==> config.mk <==
export PLATFORM = sky130hd
export DESIGN_NAME = button_chord_hold_detector_core_flat
export DESIGN_NICKNAME = d
export VERILOG_FILES = /design/src/design/bchd_pkg.sv /design/src/design/bchd_ifs.sv /design/src/design/button_chord_hold_detector_core.sv /design/src/flat_wrapper.sv
export SDC_FILE = /design/constraint.sdc
export NUM_CORES = 1
export LEC_CHECK = 0
export ABC_AREA = 1
export CORE_MARGIN = 4
export CORE_UTILIZATION = 40
export CTS_CLUSTER_DIAMETER = 30
export DETAILED_ROUTE_END_ITERATION = 10
export DONT_BUFFER_PORTS = 1
export PLACE_DENSITY = 0.6
export SYNTH_ARGS = -nofsm -noshare
export SYNTH_HDL_FRONTEND = slang
export SYNTH_SLANG_ARGS = --single-unit
==> constraint.sdc <==
create_clock -name clk -period 17 [get_ports clk]
set_input_delay 2.55 -clock clk [delete_from_list [all_inputs] [get_ports clk]]
set_output_delay 2.55 -clock clk [all_outputs]
set_load 0.01 [all_outputs]
==> src/design/bchd_pkg.sv <==
// Shared types, widths and register indexes for the button chord hold detector.
package bchd_pkg;

    localparam int NUM_CHORDS_DEFAULT = 4;
    localparam int MASK_W             = 4;
    localparam int ACTION_W           = 8;
    localparam int HOLD_W             = 16;
    localparam int TIME_W             = 48;
    localparam int COUNT_W            = 3;
    localparam int CFG_INDEX_W        = 3;
    localparam int CFG_DATA_W         = 29;

    // Register indexes on the configuration port
    localparam logic [CFG_INDEX_W-1:0] REG_CHORDS_IN_USE = CFG_INDEX_W'(0);
    localparam int                     REG_CHORD_BASE    = 1;

    typedef struct packed {
        logic [HOLD_W-1:0]   hold_ms;
        logic [ACTION_W-1:0] action;
        logic                allow_rec;
        logic [MASK_W-1:0]   mask;
    } chord_word_t;

    typedef struct packed {
        logic              left_up_pressed;
        logic              left_down_pressed;
        logic              right_up_pressed;
        logic              right_down_pressed;
        logic              recording_on;
        logic [TIME_W-1:0] now_ms;
    } snapshot_t;

endpackage

==> src/design/bchd_ifs.sv <==
// Handshake channels of the button chord hold detector: snapshots, results, configuration.
interface bchd_in_if;
    import bchd_pkg::*;

    logic              valid;
    logic              ready;
    logic              left_up_pressed;
    logic              left_down_pressed;
    logic              right_up_pressed;
    logic              right_down_pressed;
    logic              recording_on;
    logic [TIME_W-1:0] now_ms;

    modport source (
        output valid, left_up_pressed, left_down_pressed, right_up_pressed,
               right_down_pressed, recording_on, now_ms,
        input  ready
    );
    modport sink (
        input  valid, left_up_pressed, left_down_pressed, right_up_pressed,
               right_down_pressed, recording_on, now_ms,
        output ready
    );
endinterface

interface bchd_out_if;
    import bchd_pkg::*;

    logic                valid;
    logic                ready;
    logic [MASK_W-1:0]   claimed_mask;
    logic                action_valid;
    logic [ACTION_W-1:0] action_code;

    modport source (
        output valid, claimed_mask, action_valid, action_code,
        input  ready
    );
    modport sink (
        input  valid, claimed_mask, action_valid, action_code,
        output ready
    );
endinterface

interface bchd_cfg_if;
    import bchd_pkg::*;

    logic                   valid;
    logic                   ready;
    logic [CFG_INDEX_W-1:0] index;
    logic [CFG_DATA_W-1:0]  data;

    modport source (
        output valid, index, data,
        input  ready
    );
    modport sink (
        input  valid, index, data,
        output ready
    );
endinterface

==> src/design/button_chord_hold_detector_core.sv <==
// Button chord hold detector: one input register, single-pass chord match, result register.
//
// Usage:
//   snapshot : one word per button sample (four buttons, recording flag, ms timestamp).
//   result   : one word per snapshot (claimed mask, action valid, action code).
//   cfg      : register writes, always ready; index 0 is the chord count, indexes 1..4
//              hold the chord definitions. Write only while the block is idle.
// An accepted snapshot is held in the input register; its result is written to the result register.
//   Throughput: one snapshot per cycle while the result side does not stall, set by the chord
//   state update, which reads and writes the per-chord hold timers.
// The input register and the result register part the two sides: a snapshot is taken
//   while a finished result waits. When the receiver stalls, the result holds, the input
//   register fills, and snapshot.ready drops until the result is taken.
// Reset clears the chord count, all chord definitions, the hold timers, the fired
//   flags and the release latch; both registers come out of reset empty.
module button_chord_hold_detector_core #(
    parameter int NUM_CHORDS = bchd_pkg::NUM_CHORDS_DEFAULT
) (
    input  logic          clk,
    input  logic          rst_n,
    bchd_in_if.sink       snapshot,
    bchd_out_if.source    result,
    bchd_cfg_if.sink      cfg
);
    import bchd_pkg::*;

    // Configuration
    logic [COUNT_W-1:0] chords_in_use_reg;
    chord_word_t        chord_word_reg [NUM_CHORDS];

    // Chord state
    logic [MASK_W-1:0]     latch_reg, latch_next;
    logic [NUM_CHORDS-1:0] active_reg, active_next;
    logic [NUM_CHORDS-1:0] fired_reg, fired_next;
    logic [TIME_W-1:0]     since_reg [NUM_CHORDS];
    logic [TIME_W-1:0]     since_next [NUM_CHORDS];

    // Input register
    logic      in_valid_reg;
    snapshot_t in_reg;

    // Result register
    logic                out_valid_reg;
    logic [MASK_W-1:0]   consumed_reg, consumed_next;
    logic                action_valid_reg, action_valid_next;
    logic [ACTION_W-1:0] action_code_reg, action_code_next;

    logic proc_fire;

    assign proc_fire     = in_valid_reg && (!out_valid_reg || result.ready);
    assign snapshot.ready = !in_valid_reg || proc_fire;
    assign cfg.ready      = 1'b1;

    // Configuration writes; indexes past the last chord are dropped
    always_ff @(posedge clk or negedge rst_n)
    begin
        if (!rst_n)
        begin
            chords_in_use_reg <= '0;
            for (int k = 0; k < NUM_CHORDS; k++)
            begin
                chord_word_reg[k] <= '0;
            end
        end
        else if (cfg.valid)
        begin
            if (cfg.index == REG_CHORDS_IN_USE)
            begin
                chords_in_use_reg <= cfg.data[COUNT_W-1:0];
            end
            for (int k = 0; k < NUM_CHORDS; k++)
            begin
                if (cfg.index == CFG_INDEX_W'(REG_CHORD_BASE + k))
                begin
                    chord_word_reg[k] <= chord_word_t'(cfg.data);
                end
            end
        end
    end

    // Input register
    always_ff @(posedge clk or negedge rst_n)
    begin
        if (!rst_n)
        begin
            in_valid_reg <= 1'b0;
        end
        else if (snapshot.ready)
        begin
            in_valid_reg <= snapshot.valid;
        end
    end

    always_ff @(posedge clk)
    begin
        if (snapshot.valid && snapshot.ready)
        begin
            in_reg.left_up_pressed    <= snapshot.left_up_pressed;
            in_reg.left_down_pressed  <= snapshot.left_down_pressed;
            in_reg.right_up_pressed   <= snapshot.right_up_pressed;
            in_reg.right_down_pressed <= snapshot.right_down_pressed;
            in_reg.recording_on       <= snapshot.recording_on;
            in_reg.now_ms             <= snapshot.now_ms;
        end
    end

    // Chord match and state update
    always_comb
    begin
        logic [MASK_W-1:0]     pressed;
        logic                  latched;
        logic [NUM_CHORDS-1:0] hit;
        logic [NUM_CHORDS-1:0] sel;
        logic                  lower_hit;
        logic                  hit_any;
        chord_word_t           sel_word;
        logic                  sel_active;
        logic                  sel_fired;
        logic [TIME_W-1:0]     sel_since;
        logic [TIME_W-1:0]     since_eff;
        logic [TIME_W-1:0]     held;
        logic                  fire;

        pressed = {in_reg.right_down_pressed, in_reg.right_up_pressed,
                   in_reg.left_down_pressed, in_reg.left_up_pressed};
        latched = (latch_reg != '0);

        // Chords at or past the count never match, which also saturates the count
        for (int k = 0; k < NUM_CHORDS; k++)
        begin
            hit[k] = (int'(chords_in_use_reg) > k)
                  && (!in_reg.recording_on || chord_word_reg[k].allow_rec)
                  && (pressed == chord_word_reg[k].mask);
        end

        // Lowest matching chord wins
        lower_hit = 1'b0;
        for (int k = 0; k < NUM_CHORDS; k++)
        begin
            sel[k]    = hit[k] && !lower_hit;
            lower_hit = lower_hit || hit[k];
        end
        hit_any = lower_hit;

        sel_word   = '0;
        sel_active = 1'b0;
        sel_fired  = 1'b0;
        sel_since  = '0;
        for (int k = 0; k < NUM_CHORDS; k++)
        begin
            sel_word   = sel_word | (chord_word_reg[k] & {$bits(chord_word_t){sel[k]}});
            sel_active = sel_active | (active_reg[k] & sel[k]);
            sel_fired  = sel_fired | (fired_reg[k] & sel[k]);
            sel_since  = sel_since | (since_reg[k] & {TIME_W{sel[k]}});
        end

        // A fresh hold starts now; time running backwards counts as no hold
        since_eff = sel_active ? sel_since : in_reg.now_ms;
        held      = (in_reg.now_ms >= since_eff) ? (in_reg.now_ms - since_eff) : '0;
        fire      = hit_any && !sel_fired && (held >= TIME_W'(sel_word.hold_ms));

        active_next = active_reg;
        fired_next  = fired_reg;
        for (int k = 0; k < NUM_CHORDS; k++)
        begin
            since_next[k] = since_reg[k];
        end
        latch_next        = latch_reg;
        consumed_next     = '0;
        action_valid_next = 1'b0;
        action_code_next  = '0;

        if (latched)
        begin
            // Hold chord state; drop the latch once its buttons are all up
            if ((pressed & latch_reg) == '0)
            begin
                latch_next = '0;
            end
            else
            begin
                consumed_next = latch_reg;
            end
        end
        else
        begin
            for (int k = 0; k < NUM_CHORDS; k++)
            begin
                active_next[k] = sel[k];
                fired_next[k]  = sel[k] && (fired_reg[k] || fire);
                since_next[k]  = sel[k] ? since_eff : '0;
            end
            if (hit_any)
            begin
                consumed_next = sel_word.mask;
            end
            if (fire)
            begin
                action_valid_next = 1'b1;
                action_code_next  = sel_word.action;
                latch_next        = sel_word.mask;
            end
        end
    end

    always_ff @(posedge clk or negedge rst_n)
    begin
        if (!rst_n)
        begin
            latch_reg  <= '0;
            active_reg <= '0;
            fired_reg  <= '0;
            for (int k = 0; k < NUM_CHORDS; k++)
            begin
                since_reg[k] <= '0;
            end
        end
        else if (proc_fire)
        begin
            latch_reg  <= latch_next;
            active_reg <= active_next;
            fired_reg  <= fired_next;
            for (int k = 0; k < NUM_CHORDS; k++)
            begin
                since_reg[k] <= since_next[k];
            end
        end
    end

    // Result register
    always_ff @(posedge clk or negedge rst_n)
    begin
        if (!rst_n)
        begin
            out_valid_reg <= 1'b0;
        end
        else if (proc_fire)
        begin
            out_valid_reg <= 1'b1;
        end
        else if (result.ready)
        begin
            out_valid_reg <= 1'b0;
        end
    end

    always_ff @(posedge clk)
    begin
        if (proc_fire)
        begin
            consumed_reg     <= consumed_next;
            action_valid_reg <= action_valid_next;
            action_code_reg  <= action_code_next;
        end
    end

    assign result.valid        = out_valid_reg;
    assign result.claimed_mask = consumed_reg;
    assign result.action_valid = action_valid_reg;
    assign result.action_code  = action_code_reg;

endmodule

==> src/flat_wrapper.sv <==
// flat-port wrapper written by rule: the top's interface ports become plain ports
module button_chord_hold_detector_core_flat import bchd_pkg::*;
#(
    parameter int NUM_CHORDS = bchd_pkg::NUM_CHORDS_DEFAULT
)
  (clk, rst_n, snapshot_valid, snapshot_left_up_pressed, snapshot_left_down_pressed, snapshot_right_up_pressed, snapshot_right_down_pressed, snapshot_recording_on, snapshot_now_ms, snapshot_ready, result_valid, result_claimed_mask, result_action_valid, result_action_code, result_ready, cfg_valid, cfg_index, cfg_data, cfg_ready);
  bchd_in_if snapshot_i ();
  bchd_out_if result_i ();
  bchd_cfg_if cfg_i ();
  input  logic clk;
  input  logic rst_n;
  input wire logic [$bits(snapshot_i.valid)-1:0] snapshot_valid;
  input wire logic [$bits(snapshot_i.left_up_pressed)-1:0] snapshot_left_up_pressed;
  input wire logic [$bits(snapshot_i.left_down_pressed)-1:0] snapshot_left_down_pressed;
  input wire logic [$bits(snapshot_i.right_up_pressed)-1:0] snapshot_right_up_pressed;
  input wire logic [$bits(snapshot_i.right_down_pressed)-1:0] snapshot_right_down_pressed;
  input wire logic [$bits(snapshot_i.recording_on)-1:0] snapshot_recording_on;
  input wire logic [$bits(snapshot_i.now_ms)-1:0] snapshot_now_ms;
  output wire logic [$bits(snapshot_i.ready)-1:0] snapshot_ready;
  output wire logic [$bits(result_i.valid)-1:0] result_valid;
  output wire logic [$bits(result_i.claimed_mask)-1:0] result_claimed_mask;
  output wire logic [$bits(result_i.action_valid)-1:0] result_action_valid;
  output wire logic [$bits(result_i.action_code)-1:0] result_action_code;
  input wire logic [$bits(result_i.ready)-1:0] result_ready;
  input wire logic [$bits(cfg_i.valid)-1:0] cfg_valid;
  input wire logic [$bits(cfg_i.index)-1:0] cfg_index;
  input wire logic [$bits(cfg_i.data)-1:0] cfg_data;
  output wire logic [$bits(cfg_i.ready)-1:0] cfg_ready;
  assign snapshot_i.valid = snapshot_valid;
  assign snapshot_i.left_up_pressed = snapshot_left_up_pressed;
  assign snapshot_i.left_down_pressed = snapshot_left_down_pressed;
  assign snapshot_i.right_up_pressed = snapshot_right_up_pressed;
  assign snapshot_i.right_down_pressed = snapshot_right_down_pressed;
  assign snapshot_i.recording_on = snapshot_recording_on;
  assign snapshot_i.now_ms = snapshot_now_ms;
  assign snapshot_ready = snapshot_i.ready;
  assign result_valid = result_i.valid;
  assign result_claimed_mask = result_i.claimed_mask;
  assign result_action_valid = result_i.action_valid;
  assign result_action_code = result_i.action_code;
  assign result_i.ready = result_ready;
  assign cfg_i.valid = cfg_valid;
  assign cfg_i.index = cfg_index;
  assign cfg_i.data = cfg_data;
  assign cfg_ready = cfg_i.ready;
  button_chord_hold_detector_core #(.NUM_CHORDS(NUM_CHORDS)) u_core (.clk(clk), .rst_n(rst_n), .snapshot(snapshot_i), .result(result_i), .cfg(cfg_i));
endmodule
======== Word-level counts from Yosys, hierarchy flattened ========
Index checks and enable logic that the tools add are counted.
cells by class
  reduce and logical (&&, ||, !) cells .... 52
  bitwise operators ....................... 31
  add/subtract/negate cells ............... 1
  equality and inequality tests ........... 8
  order comparisons ....................... 6
  mux-type cells .......................... 14
operator list
  kind                number
  $mux 48             6
  $and 48x48->48      4
  $or 48x48->48       3
  $and 29x29->29      4
  $or 29x29->29       3
  $ge 48x16->1        1
  $ge 48x48->1        1
  $sub 48x48->48      1
  $mux 4              5
  $logic_and 1x1->1   19
  $eq 4x4->1          4
  $reduce_and 2->1    7
  $logic_or 1x1->1    13
  $and 1x1->1         8
  $logic_not 1->1     7
  $eq 3x2->1 const B  2
  $gt 3x1->1 const B  2
  $gt 3x2->1 const B  2
  $or 1x1->1          6
  $and 4x4->4         1
  $logic_not 4->1     1
  $reduce_bool 2->1   2
  $reduce_bool 4->1   1
  $eq 3x1->1 const B  1
  5 further kinds     8
storage, ports and cells
  bits of input ports ..................... 90
  word-level logic and storage cells ...... 147
  flip-flop bits (word level) ............. 391
  output and inout bits ................... 16

======== Logic depth before layout (Yosys ltp) ========
Gate-level depths: netlist of run 1.
  depth in word-level cells ............... 17
  depth in mapped cells ................... 45
  depth with buffers taken out ............ 42

======== Worst setup path before layout of run 1 ========
No wires, ideal clock.
  path type ............................... register to register
  from .................................... reg u_core.in_reg[50] in the netlist's numbering
  to ...................................... reg u_core.action_code_reg[0], in the netlist u_core.result.action_code[0], data pin
  stages on the path, launching flop included .. 41
  data required time ...................... 16.738 ns
  path slack .............................. 11.588 ns
  arrival ................................. 5.150 ns
  period minus slack after synthesis ...... 5.412 ns
  path buffers ............................ 5
  library setup time ...................... 0.262 ns
  cells stage by stage .................... edfxtp_1 buf_4 xor2_1 a21oi_1 nand3_2 nand2_1 buf_2 buf_2 o22ai_1 a21oi_1 o211ai_1 o21ai_2 inv_1 ha_1 fa_1 inv_1 nand3_1 nand2_2 [5 not listed] nand4_4 buf_6 clkbuf_1 nand2_1 inv_1 ha_1 a21oi_1 nor2_1 a211oi_1 o21ai_0 a21oi_1 o21ai_0 a21oi_1 nand3_2 nand2_4 nor2_8 inv_4 nor2_2
on the way
  word-level cells in the longest chain between the ends .. 15
RTL lines
  item                                                        line                                                                            source
  start: declaration                                          button_chord_hold_detector_core.sv:40                                           snapshot_t in_reg;
  $eq 4x4->1                                                  button_chord_hold_detector_core.sv:133                                          && (pressed == chord_word_reg[k].mask);
  $logic_and 1x1->1                                           button_chord_hold_detector_core.sv:133
  $logic_not 1->1 / $logic_or 1x1->1 (equally long branches)  button_chord_hold_detector_core.sv:140, button_chord_hold_detector_core.sv:141
  $logic_and 1x1->1, or another cell as far along             button_chord_hold_detector_core.sv:140                                          sel[k] = hit[k] && !lower_hit;
  $and 48x48->48, or another cell as far along                button_chord_hold_detector_core.sv:154                                          sel_since = sel_since | (since_reg[k] & {TIME_W{sel[k]}});
  $or 48x48->48, or another cell as far along (2 in a row)    button_chord_hold_detector_core.sv:154
  $or 48x48->48 / $or 1x1->1 (equally long branches)          button_chord_hold_detector_core.sv:154, button_chord_hold_detector_core.sv:152
  $mux 48                                                     button_chord_hold_detector_core.sv:158                                          since_eff = sel_active ? sel_since : in_reg.now_ms;
  $sub 48x48->48 / $ge 48x48->1 (equally long branches)       button_chord_hold_detector_core.sv:159                                          held = (in_reg.now_ms >= since_eff) ? (in_reg.now_ms - since_eff) : '0;
  $mux 48                                                     button_chord_hold_detector_core.sv:159
  $ge 48x16->1                                                button_chord_hold_detector_core.sv:160                                          fire = hit_any && !sel_fired && (held >= TIME_W'(sel_word.hold_ms));
  $logic_and 1x1->1                                           button_chord_hold_detector_core.sv:160
  $not 1->1 (no source line)                                  -
  $reduce_or 2->1 (no source line)                            -
  end signal: assignment                                      button_chord_hold_detector_core.sv:253                                          action_code_reg <= action_code_next;
  end: declaration                                            button_chord_hold_detector_core.sv:46                                           logic [ACTION_W-1:0] action_code_reg, action_code_next;
Parallel ways exist; a longest one is shown, timed or not.
A chain may end at the register's enable or synchronous reset.

======== Final worst setup path of run 1 ========
Same ends and word-level chain as after synthesis.

==> summary by stage, run 1 <==
Worst setup path
The critical path data arrival time is 8.95 ns. The required arrival time at the worst endpoint is 17.39 ns. The cell that appears most often on the critical path is sky130_fd_sc_hd__nand2_1. On the worst path, the slowest cell contributes a delay of 0.67 ns. The startpoint class of the critical path is a register. The number of cells on the worst reg-to-reg path is 37. The class of the most critical setup path is reg -> reg. The setup slack of the worst register-to-register path is 8.44 ns. In this run the critical register-to-register path is launched from u_core.in_reg[50]$_DFFE_PP_. The destination of the worst register-to-register timing path is u_core.result.action_code[0]$_SDFFCE_PP0P_. The critical path contains buffers and inverters numbering 6 combined.

The kind of cell with the highest combined delay along the critical path is simple AND/OR/NAND/NOR gates. The category of the worst setup path capture point is a register. The cell at the slowest stage of the critical path is sky130_fd_sc_hd__buf_4.

The highest fanout seen on the critical path is 53.

STA
Hold is met by 0.4792 ns. The setup TNS is 0 ns. The minimum clock period is 8.559 ns. Setup repair after global routing left no endpoint under its margin. The final count of hold timing violations is 0.

The part of the cycle the worst path needs is 0.5035. The count of pins over their slew limit was 0. Static timing analysis puts the maximum clock frequency at 116.8 MHz. The worst clock skew on the final layout is 0.04584 ns. At the pin with the least slew margin, the transition time is 1.124 ns. The headroom to the max-slew limit is 0.2504. The setup violation total in the final timing report is 0.

Detailed routing
Dividing the detail-routed wire length by the instance count gives 18.00 um. The average via count per standard cell is 5.311. The routed layout has 17903 vias. In this run the remaining antenna-violating nets after routing total 0. The post-route DRC violation count is 0.

Before antenna repair, the detailed router went through 5 iterations. The number of DRC violations after detailed-routing iteration 0 is 1352. The sum of routed wire length over all layers is 60.69 mm.

Clock network
The number of setup buffers added after CTS is 0. Clock-pin slew was measured on the worst setup and hold paths at 0.05 ns. In this run, CTS created clock tree buffers numbering 93. The number of buffers inserted by hold repair at cts is 0.

The longest clock path from root to sink contains 3 buffers. The H-tree was split into 3 levels. The clock reaches the later pin of the worst-skew pair after 0.65 ns.

The root buffer cell chosen for the clock tree is sky130_fd_sc_hd__clkbuf_16. TritonCTS built the clock tree. The clock drives 391 sinks.

The post-cts repair resize count is 0.

Global routing
For met1 alone, demand over resource in global routing was 0.2789. For met2 alone, demand over resource in global routing was 0.3567. The met3 usage in global routing is 0.04554. The busiest layer in global routing is met2.

The number of global-route vias before repair is 18161. The global-route wire length before repair is 98.30 mm. Summed over all layers, the global routing overflow is 0. The largest net degree at the start of global routing is 326.

The initial antenna violation count is 2. The global-route usage over all layers is 0.2143.

Finish
The count of antenna diodes in the layout is 0. The final standard cell utilization of the core is 0.4776. The area growth from synthesis to layout is 18.22%. The register with the most flip-flops in the layout has 192 of them. After the flow finishes, the layout carries non-filler instances totaling 3371. In the final layout, the share of cells above drive strength 1 is 0.1111. The post-layout net count is 2759.

Floorplanning
The die area is 0.05682 mm^2. The floorplan has 84 rows. The initial standard-cell utilization of the core is 0.4040. The die is 238.4 um tall.

The floorplan step defined a core boundary enclosing 0.05255 mm^2. The die width is 238.4 um. For this design the top-level I/O count stands at 106.

Pwr
The worst voltage drop across the vdd grid is 0.08923 mV. The power per cell area is 140.5 mW/mm^2. The reported net switching power is 1.029 mW. The sum of internal, switching and leakage power is 3.527 mW.

The fraction of power spent switching nets is 0.2918. Of the total power, combinational logic draws 0.160. The share of total power in sequential cells is 0.316. The internal power of the cells is 2.498 mW. The standby leakage power is 11.85 nW. The share of total power dissipated in the clock network is 0.525.

Synthesis
The cell count after synthesis is 2605. The number of nets handed over by synthesis was 2760. For this run, the leading register cell type out of synthesis is sky130_fd_sc_hd__dfrtp_1. By area the synthesized netlist is led by sky130_fd_sc_hd__dfrtp_1 (38%), sky130_fd_sc_hd__nand2_1 (12%), sky130_fd_sc_hd__edfxtp_1 (9.3%). The proportion of register bits with asynchronous set or reset after synthesis is 0.8312. The share of the synthesized area in the top cell type is 0.3831. The combined area of all synthesized cells is 0.02123 mm^2. After synthesis, the netlist uses 52 different library cells. The share of the Yosys chip area taken by registers is 0.4765. The flip-flop and latch count after synthesis is 391. Yosys printed 0 warnings. The number of enable flip-flop cells after synthesis is 66. The largest total area in the synthesized netlist belongs to sky130_fd_sc_hd__dfrtp_1. The per-instance average area after synthesis is 8.149 um^2.

Worst hold path
The startpoint identified for the worst hold timing path is u_core.since_reg[54]$_DFFE_PN0P_. For hold timing, the worst endpoint is u_core.since_reg[54]$_DFFE_PN0P_. The worst hold path class is reg -> reg. Counting instances, the worst hold path has a depth of 2.

Place
Detailed placement ended at an HPWL of 39.95 mm. The count of placed standard cells including taps is 3197. The last weighted congestion value of the routability-driven placer is 0.9627. In this run the tool buffered the top-level ports with 0 buffer cells.

Run
The number of max-cap violations is 0.

Run status
The run finished with clean final reports.
cell families after synthesis:
family | Yosys count | synth area share
adders and majority gates | 65 | 0.03867
DFF | 391 | 0.4765
and+or+nand+nor | 931 | 0.1873
buffers and inverters | 560 | 0.1031
AOI/OAI and AO/OA | 640 | 0.1870
other | 1 | 0.0001767
xor gates and xnor gates | 17 | 0.007368
cell type report:
class,instances,area [um^2]
clock buffers,122,2557
fillers,5032,27450
inverters,448,1684
multi-input cells,1654,8965
well taps,688,860.8
clock inverters,52,794.5
repair buffers,16,120.1
flip-flops and latches,391,10110
per-layer routing:
layer,share of wire,vias to the layer above
li1,-,8686
met3,0.058,120
met2,0.48,514
met1,0.44,8581
met4,0.029,2
met5,0.00021,-
cell usage in the layout (no fill, tap or decap), types with 14 or more instances in the layout:
cell,netlist,routed
sky130_fd_sc_hd__nand2_1,659,653
sky130_fd_sc_hd__inv_1,432,431
sky130_fd_sc_hd__dfrtp_1,325,325
sky130_fd_sc_hd__o22ai_1,199,199
sky130_fd_sc_hd__o21ai_0,141,141
sky130_fd_sc_hd__nor2_1,95,95
sky130_fd_sc_hd__a21oi_1,94,94
sky130_fd_sc_hd__clkbuf_16,0,94
sky130_fd_sc_hd__nand3_1,79,76
sky130_fd_sc_hd__edfxtp_1,66,66
sky130_fd_sc_hd__ha_1,64,64
sky130_fd_sc_hd__o21ai_1,48,48
sky130_fd_sc_hd__o211ai_1,48,48
sky130_fd_sc_hd__o21ai_2,43,43
sky130_fd_sc_hd__a22o_1,25,25
sky130_fd_sc_hd__a221oi_1,24,24
sky130_fd_sc_hd__clkbuf_1,81,18
sky130_fd_sc_hd__nand4_1,17,17
sky130_fd_sc_hd__buf_4,3,16
sky130_fd_sc_hd__inv_2,14,15
sky130_fd_sc_hd__nor2_2,16,15
sky130_fd_sc_hd__nand2_2,9,14
sky130_fd_sc_hd__clkinv_2,0,14
sky130_fd_sc_hd__bufinv_16,0,14
tightest hold or removal path, delay by kind of cell (launching register included):
| family | cells | cell delay [ns] |
|---|---|---|
| simple gates | 1 | 0.05 |
| flops | 1 | 0.34 |
| compound gates | 1 | 0.05 |
cells in the mapped netlist, drive strengths merged (9+ instances only):
master and count:
nor2 113, buf 31, xnor2 9, o21ai 232, dfrtp 325, inv 447, ha 64, nand4 18
nand3 86, nand3b 10, a21oi 97, nand2 671, edfxtp 66, or2 12, o22ai 199, clkbuf 81
a22o 25, nor3 9, o211ai 48, a221oi 24
power by group through the flow:
stage	logic, mW	registers (mW)	clock network (mW)
CTS	0.562	1.11	1.89
floorplan	0.422	1.11	0
finish	0.563	1.11	1.85
global route	0.635	1.12	1.94
global placement	0.552	1.12	0
detailed placement	0.559	1.13	0
through the flow:
step	cell area [um^2]	setup slack [ns]
2_1_floorplan	21230	11.59
3_3_place_gp	21740	8.703
3_5_place_dp	21740	8.492
4_1_cts	25100	8.455
5_1_grt	25100	7.809
6_report	25100	8.441
worst max-delay path by stage:
stage               slack (ns)                         from  depth (start not counted)                                    endpoint
floorplan                11.59  u_core.in_reg[50]$_DFFE_PP_                         40  u_core.result.action_code[0]$_SDFFCE_PP0P_
global route              7.81  u_core.in_reg[50]$_DFFE_PP_                         37  u_core.result.action_code[2]$_SDFFCE_PP0P_
finish                    8.44  u_core.in_reg[50]$_DFFE_PP_                         37  u_core.result.action_code[0]$_SDFFCE_PP0P_
detailed placement        8.49  u_core.in_reg[50]$_DFFE_PP_                         37  u_core.result.action_code[6]$_SDFFCE_PP0P_
global placement          8.70  u_core.in_reg[50]$_DFFE_PP_                         37  u_core.result.action_code[5]$_SDFFCE_PP0P_
CTS                       8.45  u_core.in_reg[50]$_DFFE_PP_                         37  u_core.result.action_code[0]$_SDFFCE_PP0P_
(Power assumes the default switching activity.)
==> run 2: changes to the inputs <==
Settings changed: ABC_AREA 1 to 0.
Clock period 17 ns to 8.9 ns, I/O delays scaled along.
==> summary by stage, run 2 <==
Run status
Run status: complete, but fails checks (was completed). The final reports fail on slew limit.

Detailed routing
The via count is 15896 (was 17903). The post-route DRC violation count is 0 (unchanged). The sum of routed wire length over all layers came to 56.64 mm (was 60.69 mm).

The count of antenna-violating nets left after detailed routing was 0 (unchanged). The average via count per standard cell was 5.734 (was 5.311). The number of DRC violations after detailed-routing iteration 0 is 1358 (was 1352). The total iterations of the first detailed-routing run is 5 (unchanged). The mean routed wirelength per cell came to 20.43 um (was 18.00 um).

STA
The minimum clock period came to 8.074 ns (was 8.559 ns). The highest clock frequency the design can meet is 123.9 MHz (was 116.8 MHz). The setup violation total in the final timing report is 0 (unchanged).

The part of the cycle the worst path needs is 0.9071 (was 0.5035). The slew at the pin with the worst max-slew slack is 1.535 ns (was 1.124 ns). The worst clock skew on the final layout was 0.03181 ns (was 0.04584 ns). Setup repair after global routing missed its margin: no (unchanged). The count of pins over their slew limit came to 46 (was 0). The final worst setup slack came to 0.8264 ns (was 8.441 ns).

The final count of hold timing violations is 0 (unchanged). The setup TNS came to 0 ns (unchanged). The worst hold slack is 0.4236 ns (was 0.4792 ns).

The headroom to the max-slew limit is -0.02321 (was 0.2504).

Floorplanning
The die width is 232.6 um (was 238.4 um). The initial standard-cell utilization of the core came to 0.4038 (was 0.4040). The die area is 0.05410 mm^2 (was 0.05682 mm^2). The y dimension of the die is 232.6 um (was 238.4 um).

The standard cell core area is 0.04997 mm^2 (was 0.05255 mm^2). The I/O pin count came to 106 (unchanged). The row count is 82 (was 84).

Pwr
The part of the total power dissipated in the clock network is 0.549 (was 0.525). The relative contribution of combinational cells to total power is 0.121 (was 0.160). The power per cell area came to 267.2 mW/mm^2 (was 140.5 mW/mm^2). The reported net switching power is 1.678 mW (was 1.029 mW). The fraction of power spent switching nets is 0.2596 (was 0.2918). The standby leakage power is 9.918 nW (was 11.85 nW). The share of total power in sequential cells is 0.330 (was 0.316). The worst voltage drop across the vdd grid is 0.2050 mV (was 0.08923 mV).

The internal power of the cells came to 4.785 mW (was 2.498 mW).

Global routing
The largest net degree at the start of global routing is 326 (unchanged). The global-route usage over all layers is 0.2096 (was 0.2143). The global-route wire length before repair was 90.81 mm (was 98.30 mm).

The leftover overflow at the end of global routing is 0 (unchanged). The number of global-route vias before repair is 16141 (was 18161). The initial antenna violation count is 6 (was 2).

Clock network
The clock root buffer is sky130_fd_sc_hd__clkbuf_16 (unchanged). The maximum buffer depth of the clock tree came to 3 (unchanged). The maximum level of the CTS H-tree is 3 (unchanged). The post-CTS clock slew at the launch and capture registers of the worst setup and hold paths is 0.05 ns (about the same). The clock latency on the worst-skew pair is 0.64 ns (was 0.65 ns).

The total number of clock tree sinks is 391 (unchanged). The number of buffers inserted by hold repair at cts was 0 (unchanged). The number of clock buffers inserted by TritonCTS was 94 (was 93). The clock tree from TritonCTS is yes (unchanged).

Synthesis
The flip-flop and latch count after synthesis is 391 (unchanged). The flip-flop cell with the highest count after synthesis is sky130_fd_sc_hd__dfrtp_1 (unchanged). The proportion of register bits with asynchronous set or reset after synthesis is 0.8312 (unchanged). The per-instance average area after synthesis is 9.955 um^2 (was 8.149 um^2). The number of enable flip-flop cells after synthesis is 66 (unchanged). The most common cell in the synthesized netlist was sky130_fd_sc_hd__dfrtp_1 (was sky130_fd_sc_hd__nand2_1). List of most frequent post-synthesis cells: sky130_fd_sc_hd__dfrtp_1 (325), sky130_fd_sc_hd__nand2_1 (276), sky130_fd_sc_hd__o21ai_0 (232) (was sky130_fd_sc_hd__nand2_1 (659), sky130_fd_sc_hd__inv_1 (432), sky130_fd_sc_hd__dfrtp_1 (325)). The part of the Yosys area used for sequential elements was 0.5013 (was 0.4765). The synthesis warning total is 0 (unchanged). The combined area of all synthesized cells was 0.02018 mm^2 (was 0.02123 mm^2). The distinct cell type count of the synthesized netlist came to 82 (was 52).

Leading post-synthesis cells by cell area: sky130_fd_sc_hd__dfrtp_1 (40%), sky130_fd_sc_hd__edfxtp_1 (9.8%), sky130_fd_sc_hd__mux2_2 (6.8%) (was sky130_fd_sc_hd__dfrtp_1 (38%), sky130_fd_sc_hd__nand2_1 (12%), sky130_fd_sc_hd__edfxtp_1 (9.3%)). The cell count after synthesis is 2027 (was 2605). The library cell occupying the most area in the post-synthesis netlist is sky130_fd_sc_hd__dfrtp_1 (unchanged). The share of the synthesized area in the top cell type is 0.4031 (was 0.3831). The number of nets in the synthesized netlist is 2182 (was 2760).

Worst setup path
The critical path data arrival time is 8.43 ns (was 8.95 ns). The class of the most critical setup path was reg -> reg (unchanged). The cell at the slowest stage of the critical path is sky130_fd_sc_hd__edfxtp_1 (was sky130_fd_sc_hd__buf_4).

The startpoint class of the critical path is a register (unchanged). The required arrival time at the worst endpoint came to 9.26 ns (was 17.39 ns). The highest fanout seen on the critical path came to 48 (was 53). The most numerous cell on the critical path is sky130_fd_sc_hd__nor2_1 (was sky130_fd_sc_hd__nand2_1). The category of the worst setup path capture point is a register (unchanged). The delay of the slowest cell on the worst path is 0.48 ns (was 0.67 ns).

The setup slack of the worst register-to-register path was 0.83 ns (was 8.44 ns).

Finish
The post-layout net count is 2174 (was 2759). Commonest cells after routing, fill and taps aside: sky130_fd_sc_hd__dfrtp_1 (325), sky130_fd_sc_hd__nand2_1 (275), sky130_fd_sc_hd__o21ai_0 (232) (was sky130_fd_sc_hd__nand2_1 (653), sky130_fd_sc_hd__inv_1 (431), sky130_fd_sc_hd__dfrtp_1 (325)). The number of flip-flops under the largest register name came to 192 (unchanged).

The layout-stage area growth over the synthesis result was 19.90% (was 18.22%). The most common cell after layout, fill and taps aside is sky130_fd_sc_hd__dfrtp_1 (was sky130_fd_sc_hd__nand2_1). The final standard cell utilization of the core came to 0.4842 (was 0.4776). The final instance area is 0.02419 mm^2 (was 0.02510 mm^2). The fraction of layout instances using a drive strength above 1 came to 0.1710 (was 0.1111).

Worst hold path
The worst hold path class was in -> async (was reg -> reg).

Place
The total of buffers placed on input and output ports was 0 (unchanged). The worst slack at placement came to 0.3659 ns (was 8.492 ns). The area of placed instances was 0.02079 mm^2 (was 0.02174 mm^2).

The detailed-placement wirelength estimate was 35.88 mm (was 39.95 mm). The last weighted congestion value of the routability-driven placer is 0.9425 (was 0.9627).

Run
The number of max-cap violations was 0 (unchanged).
## run 2: changes by cell type after synthesis, sizes merged, moves of 18 or more
cell	change
a221oi	+48
mux2	+121
inv	-432
a21oi	+29
nand3	-76
nor2	+83
o211ai	-37
a22oi	+82
nand2	-394
clkbuf	+20
o21a	+18
o22ai	-195
## run 2: what timing repair did
item,4_1_cts,5_1_grt
buffers inserted,0,2
endpoints found under the hold margin,0,0
gates resized for setup,0,2
setup endpoints to repair,0,17
## run 2: per-stage QoR
stage               total power, mW  std cells
floorplan                     2.705       2027
global placement              2.910       2593
detailed placement            2.931       2593
CTS                           6.525       2769
global route                  6.747       2771
finish                        6.464       2772
## run 2: logic make-up after synthesis
family / Yosys count / synth area share
xor+xnor: 41 / 0.01780
buf+inv: 152 / 0.03069
flops: 391 / 0.5013
compound gates: 645 / 0.2062
other cells: 1 / 0.0001858
mux: 130 / 0.07199
simple gates: 602 / 0.1311
fa+ha+maj: 65 / 0.04068
## run 2: power groups by stage
stage | registers, mW | clock network [mW] | logic [mW]
floorplan | 2.12 | 0 | 0.588
global placement | 2.15 | 0 | 0.762
detailed placement | 2.16 | 0 | 0.774
CTS | 2.13 | 3.61 | 0.778
global route | 2.15 | 3.73 | 0.867
finish | 2.13 | 3.55 | 0.780
## run 2: worst paths after layout
kind / from / endpoint / cells after the start
setup reg to reg: u_core.in_reg[50]$_DFFE_PP_ / u_core.result.action_valid$_SDFFCE_PN0P_ / 33
hold / removal: rst_n / u_core.since_reg[115]$_DFFE_PN0P_ / 0
max in group asynchronous: rst_n / u_core.since_reg[161]$_DFFE_PN0P_ / 0
min in group clk: u_core.since_reg[66]$_DFFE_PN0P_ / u_core.since_reg[66]$_DFFE_PN0P_ / 2
setup / recovery: u_core.in_reg[50]$_DFFE_PP_ / u_core.result.action_valid$_SDFFCE_PN0P_ / 33
hold reg to reg: u_core.since_reg[66]$_DFFE_PN0P_ / u_core.since_reg[66]$_DFFE_PN0P_ / 2
## run 2: worst max-delay path, delay by kind of cell (launching register included)
| kind | cells | cell delay, ns |
|---|---|---|
| buffers and inverters | 4 | 1.12 |
| AOI/OAI and AO/OA | 13 | 2.48 |
| and+or+nand+nor | 13 | 2.79 |
| DFF | 1 | 0.48 |
| xor gates and xnor gates | 1 | 0.21 |
| adders and majority gates | 2 | 0.69 |
## run 2: layout make-up
class | count | area, um^2
antenna | 1 | 2.502
clock buffer | 125 | 2641
clock inverter | 51 | 719.4
fill | 4537 | 25770
inverter | 15 | 56.30
multi-input combinational | 1484 | 9520
sequential | 391 | 10110
tap | 672 | 840.8
timing repair buffer | 33 | 297.8
## run 2: per-layer routing
metal,wire length [um],GRT usage,up-vias
met1,25020,0.2787,7929
met5,54,0,-
li1,-,-,7459
met4,1137,0.06406,8
met2,27240,0.3395,404
met3,3195,0.05179,96
